<file path="config.mk">
export PLATFORM = sky130hd
export DESIGN_NAME = ksort_cell
export DESIGN_NICKNAME = d
export VERILOG_FILES = /design/src/hdl/ksort_pkg.sv /design/src/hdl/ksort_cell.sv
export SDC_FILE = /design/constraint.sdc
export NUM_CORES = 1
export LEC_CHECK = 0
export BUFFER_PORTS_ARGS = -buffer_cell sky130_fd_sc_hd__buf_2
export CORE_UTILIZATION = 40
export DETAILED_ROUTE_END_ITERATION = 7
export PLACE_DENSITY = 0.82
export SLEW_MARGIN = 20
export SYNTH_ARGS = -nofsm -noshare
export SYNTH_HDL_FRONTEND = slang
export SYNTH_SLANG_ARGS = --single-unit
</file>
<file path="constraint.sdc">
create_clock -name clk -period 4.1 [get_ports clk]
set_clock_uncertainty 0.05 [all_clocks]
set_input_delay 0.41 -clock clk [delete_from_list [all_inputs] [get_ports clk]]
set_output_delay 0.41 -clock clk [all_outputs]
set_load 0.02 [all_outputs]
</file>
<file path="src/hdl/ksort_pkg.sv">
// Package for the key/index insertion sorter: shared constants, operation and
// status codes, and the control struct that the top level broadcasts to the cells.
// No dependencies.
package ksort_pkg;

    localparam int CAPACITY_DEF = 256;
    localparam int KEY_BITS_DEF = 32;
    localparam int TAG_BITS     = 8;

    localparam logic OP_INSERT = 1'b0;
    localparam logic OP_POP    = 1'b1;

    localparam logic [1:0] ST_INSERTED = 2'd0;
    localparam logic [1:0] ST_FULL     = 2'd1;
    localparam logic [1:0] ST_RETURNED = 2'd2;
    localparam logic [1:0] ST_EMPTY    = 2'd3;

    typedef struct packed {
        logic ins;
        logic pop;
    } cell_ctrl_t;

endpackage

</file>
<file path="src/hdl/ksort_cell.sv">
// One cell of the sorting chain: holds a key, a tag and a valid bit.
// Depends on ksort_pkg for the control struct and the tag width.
module ksort_cell #(
    parameter int KEY_BITS = ksort_pkg::KEY_BITS_DEF
) (
    input  logic                              clk,
    input  logic                              rst_n,
    input  ksort_pkg::cell_ctrl_t             ctrl,
    input  logic signed [KEY_BITS-1:0]        new_key,
    input  logic [ksort_pkg::TAG_BITS-1:0]    new_tag,
    input  logic signed [KEY_BITS-1:0]        left_key,
    input  logic [ksort_pkg::TAG_BITS-1:0]    left_tag,
    input  logic                              left_valid,
    input  logic                              left_greater,
    input  logic signed [KEY_BITS-1:0]        right_key,
    input  logic [ksort_pkg::TAG_BITS-1:0]    right_tag,
    input  logic                              right_valid,
    output logic signed [KEY_BITS-1:0]        cell_key,
    output logic [ksort_pkg::TAG_BITS-1:0]    cell_tag,
    output logic                              cell_valid,
    output logic                              greater
);
    import ksort_pkg::*;

    logic signed [KEY_BITS-1:0] key_reg;
    logic signed [KEY_BITS-1:0] key_next;
    logic [TAG_BITS-1:0]        tag_reg;
    logic [TAG_BITS-1:0]        tag_next;
    logic                       valid_reg;
    logic                       valid_next;

    // A stored key strictly greater than the new one moves right, so equal
    // keys keep their arrival order.
    assign greater = valid_reg && (key_reg > new_key);

    always_comb
    begin
        key_next   = key_reg;
        tag_next   = tag_reg;
        valid_next = valid_reg;
        if (ctrl.ins)
        begin
            if (left_greater)
            begin
                key_next   = left_key;
                tag_next   = left_tag;
                valid_next = 1'b1;
            end
            else if ((greater || !valid_reg) && left_valid)
            begin
                key_next   = new_key;
                tag_next   = new_tag;
                valid_next = 1'b1;
            end
        end
        else if (ctrl.pop)
        begin
            key_next   = right_key;
            tag_next   = right_tag;
            valid_next = right_valid;
        end
    end

    always_ff @(posedge clk or negedge rst_n)
    begin
        if (!rst_n)
        begin
            valid_reg <= 1'b0;
        end
        else
        begin
            valid_reg <= valid_next;
        end
    end

    always_ff @(posedge clk)
    begin
        key_reg <= key_next;
        tag_reg <= tag_next;
    end

    assign cell_key   = key_reg;
    assign cell_tag   = tag_reg;
    assign cell_valid = valid_reg;

endmodule

</file>
* Yosys cells after proc, flatten, opt, wreduce, memory -nomap -nowiden
Cells that the tools add are included.
** Storage, ports and cells
- Bits in registers :: 41
- Output and inout bits :: 42
- Input port bits :: 127
** Cells by class
- Reductions and logical operators :: 6
- Mux-type cells :: 12
- Equal/unequal tests :: 1
- $lt $le $gt $ge :: 1
** Operators with widths (count)
- $mux 32 :: 4
- $gt 32x32->1 :: 1
- $mux 8 :: 4
- $mux 1 :: 4
- $ne 3x1->1 const B :: 1
- $logic_and 1x1->1 :: 2
- $reduce_and 2->1 :: 1
- $reduce_bool 2->1 :: 1
- $logic_not 1->1 :: 1
- $logic_or 1x1->1 :: 1

* Depth between registers and ports, before layout
- Depth in word-level cells :: 7
- Mapped depth :: 8
- Depth with buffers taken out :: 8

* Worst setup path after synthesis
Ideal clock, no wire load.
- Path kind :: reg2reg
- From :: reg key_reg[21], in the netlist cell_key[21]
- To :: reg key_reg[0], in the netlist cell_key[0] (enable)
- Required time :: 3.610 ns
- Path buffers :: 0
- Cell stages (with the launch flop) :: 8
- Path slack :: 0.175 ns
- Library setup time :: 0.440 ns
- Arrival time :: 3.435 ns
- Cells stage by stage :: edfxtp_1 -> ha_1 -> a211oi_2 -> nor2_1 -> nor4_2 -> nor3_1 -> a32o_1 -> o31ai_2
** Between the ends
- Longest elaborated chain between the ends :: 6
** Ends and longest elaborated chain
- start, declared :: RTL line ksort_cell.sv:25 : logic signed [KEY_BITS-1:0] key_reg;
- start signal, assigned :: RTL line ksort_cell.sv:78 : key_reg <= key_next;
- $gt 32x32->1 :: RTL line ksort_cell.sv:34 : assign greater = valid_reg && (key_reg > new_key);
- $logic_and 1x1->1 :: RTL line ksort_cell.sv:34
- $logic_or 1x1->1 :: RTL line ksort_cell.sv:49 : else if ((greater || !valid_reg) && left_valid)
- $logic_and 1x1->1 :: RTL line ksort_cell.sv:49
- $ne 3x1->1 (no source line)
- $reduce_and 2->1 (no source line)
Every way passes these cells.
A chain may end at the register's enable or synchronous reset.

* Worst setup path after layout
- From :: reg key_reg[13], in the netlist cell_key[13]
- To :: reg key_reg[6], in the netlist cell_key[6] (enable)
Same word-level chain as after synthesis.

==> metrics <==
endpoints failing hold 0; drc violations 0; nets about 630; Setup TNS 0 ns; via count approximately 2,800; total CTS buffers 5; Unique masters post-synth 27; ANT nets after route 0; global route total overflow 0; Port Buffers 168; area growth from synthesis to layout 34.7%; CTS root buffer clkbuf_8; Worst slew margin 0.571; WS Path Type flop to flop; post-synthesis register bit count a little over 40; post-CTS setup buffer count 0; drt pass-1 iters 4; Synth async-reset ratio 0.0244; Filler cells 653; CP Max Fanout 40; global-route usage over all layers 0.193; final setup fails 0; die footprint 7750 µm²; Synth Flop Type edfxtp_1; fmax roughly 350 MHz; CTS tree built; status completed; final worst-path cycle share 0.688; clock transition at the registers of the reported paths around 0.08 ns; number of core rows 30; initial antenna violation count 0; Pleak 2.05 nW; sequential area share after synthesis 0.414; worst min-delay path class input pin to flop; P per Cell Area 314 nW/µm²; area of placed instances 3880 µm²; post-CTS sizing 0; vias per cell 4.89; max-cap viol count 0; ant diodes 0; H-tree depth 2; worst reg-to-reg path cell count 7; WL/cell 13.4 µm; Sinks on Clock Net 41; deepest clock path buffer count 2; Final Max Slew Viols 0; Design Area, Final about 4000 µm²; minimum clock period 2.82 ns; Worst-Margin Slew 0.644 ns; DP HPWL 6.09 mm; Critical Path RT around 4.0 ns; Synth warnings 0; Cells after Synth 301; post-synthesis net count 460; Synth Cell Area around 3000 µm²; RSZ-0062 raised after global routing no; fraction of layout cells with a size suffix above 1 0.400; largest net degree at the start of global routing 69; Clock Latency Late Sink 0.29 ns; Total Wirelength 7.53 mm; Top Ports 169; Peak supply drop ~150 µV; CP startpoint kind flop; number of global-route vias before repair 2,606; CP endpoint kind flop; Core ar. 6980 µm²; die extent in y 88.0 µm; Post-synth EDFFs 40; die width 88.0 µm; Starting Density 0.424; 1st-iter DRT viols 59; mean post-synth cell area 9.84 µm²; first-pass GRT wire length around 11 mm; critical path data arrival time 2.70 ns; Worst Hold Depth 3; GPL Wtd Cong 0.787
## layer usage
metal | share of wire | GRT usage | vias up | wire length [µm]
met5 | 0 | 0 | - | 0
met4 | 0.012 | 0.0499 | 0 | 89
met3 | 0.070 | 0.0415 | 10 | 525
met2 | 0.50 | 0.367 | 112 | 3800
met1 | 0.41 | 0.218 | 1217 | 3120
li1 | - | - | 1415 | -
## cell usage after synthesis, drive strengths merged, types with 4 or more instances
cell | number | area share
a211oi | 6 | 0.019
a21oi | 52 | 0.088
buf | 5 | 0.011
clkbuf | 9 | 0.015
edfxtp | 40 | 0.41
ha | 32 | 0.14
inv | 35 | 0.044
mux2i | 40 | 0.14
nand2 | 6 | 0.0076
nand4 | 7 | 0.019
nor2 | 46 | 0.058
nor3 | 4 | 0.0068
o21ai | 7 | 0.012
## cells by family after synthesis
logic type | count (synthesis) | synth area share
fa+ha+maj | 32 | 0.135
simple gates | 68 | 0.108
buf+inv | 49 | 0.0697
mux | 40 | 0.135
compound gates | 71 | 0.137
flops | 41 | 0.414
## final timing paths
check                                        from                endpoint  slack, ns
setup reg to reg           cell_key[13]$_DFFE_PP_   cell_key[6]$_DFFE_PP_       1.28
max in group asynchronous                   rst_n  cell_valid$_DFFE_PN0P_       3.55
hold / removal                        right_valid  cell_valid$_DFFE_PN0P_       0.36
min in group asynchronous                   rst_n  cell_valid$_DFFE_PN0P_       0.37
setup / recovery           cell_key[13]$_DFFE_PP_   cell_key[6]$_DFFE_PP_       1.28
hold reg to reg            cell_valid$_DFFE_PN0P_  cell_valid$_DFFE_PN0P_       0.55
## worst max-delay path, stage by stage (launching register included)
cell and delay (ns):
edfxtp_1 0.41, ha_1 0.32, nand4_1 0.16, nor3_1 0.40
a2111o_1 0.26, a211oi_2 0.11, o31ai_4 0.25, buf_4 0.49
## layout make-up
| class | count | area (µm²) | area share |
|---|---|---|---|
| clock inverters | 1 | 5.00 | 0.00125 |
| clock buffers | 7 | 96.3 | 0.0242 |
| inverters | 35 | 131 | 0.0329 |
| multi-input cells | 211 | 1540 | 0.385 |
| repair buffers | 172 | 873 | 0.219 |
| well taps | 96 | 120 | 0.0301 |
| flip-flops and latches | 41 | 1230 | 0.307 |
## sequential cells by signal (all words and copies together) (netlist names)
name        count
cell_key       32
cell_tag        8
cell_valid      1
## where the power goes
part	internal [mW]	switching (mW)
clock network	0.152	0.140
logic	0.170	0.240
registers	0.524	0.0244
total	0.847	0.404
## through the flow
stage / utilization / setup slack (ns) / power [mW] / hold slack, ns / cells
after floorplan: - / 0.175 / 0.809 / 0.0644 / 301
after global placement: 0.555 / 1.17 / 0.957 / 0.137 / 554
after detailed placement: 0.555 / 1.12 / 0.973 / 0.136 / 554
after CTS: 0.571 / 1.24 / 1.27 / 0.349 / 563
after global routing: 0.571 / 1.06 / 1.33 / 0.369 / 563
final: 0.571 / 1.28 / 1.25 / 0.356 / 563
## cell usage in the layout (no fill, tap or decap), types with 5 or more instances in the layout
cell type / count
a21oi_1: 52
nand2_1: 6
o21ai_0: 7
buf_2: 168
ha_1: 32
nor2_1: 46
edfxtp_1: 40
mux2i_1: 40
nand4_1: 5
clkbuf_8: 7
inv_1: 35
## repair_timing
item | 4_1_cts | 5_1_grt
setup endpoints to repair | 0 | 0
hold buffers | 1 | 0
hold endpoints to repair | 1 | 0
(Power assumes the default switching activity.)
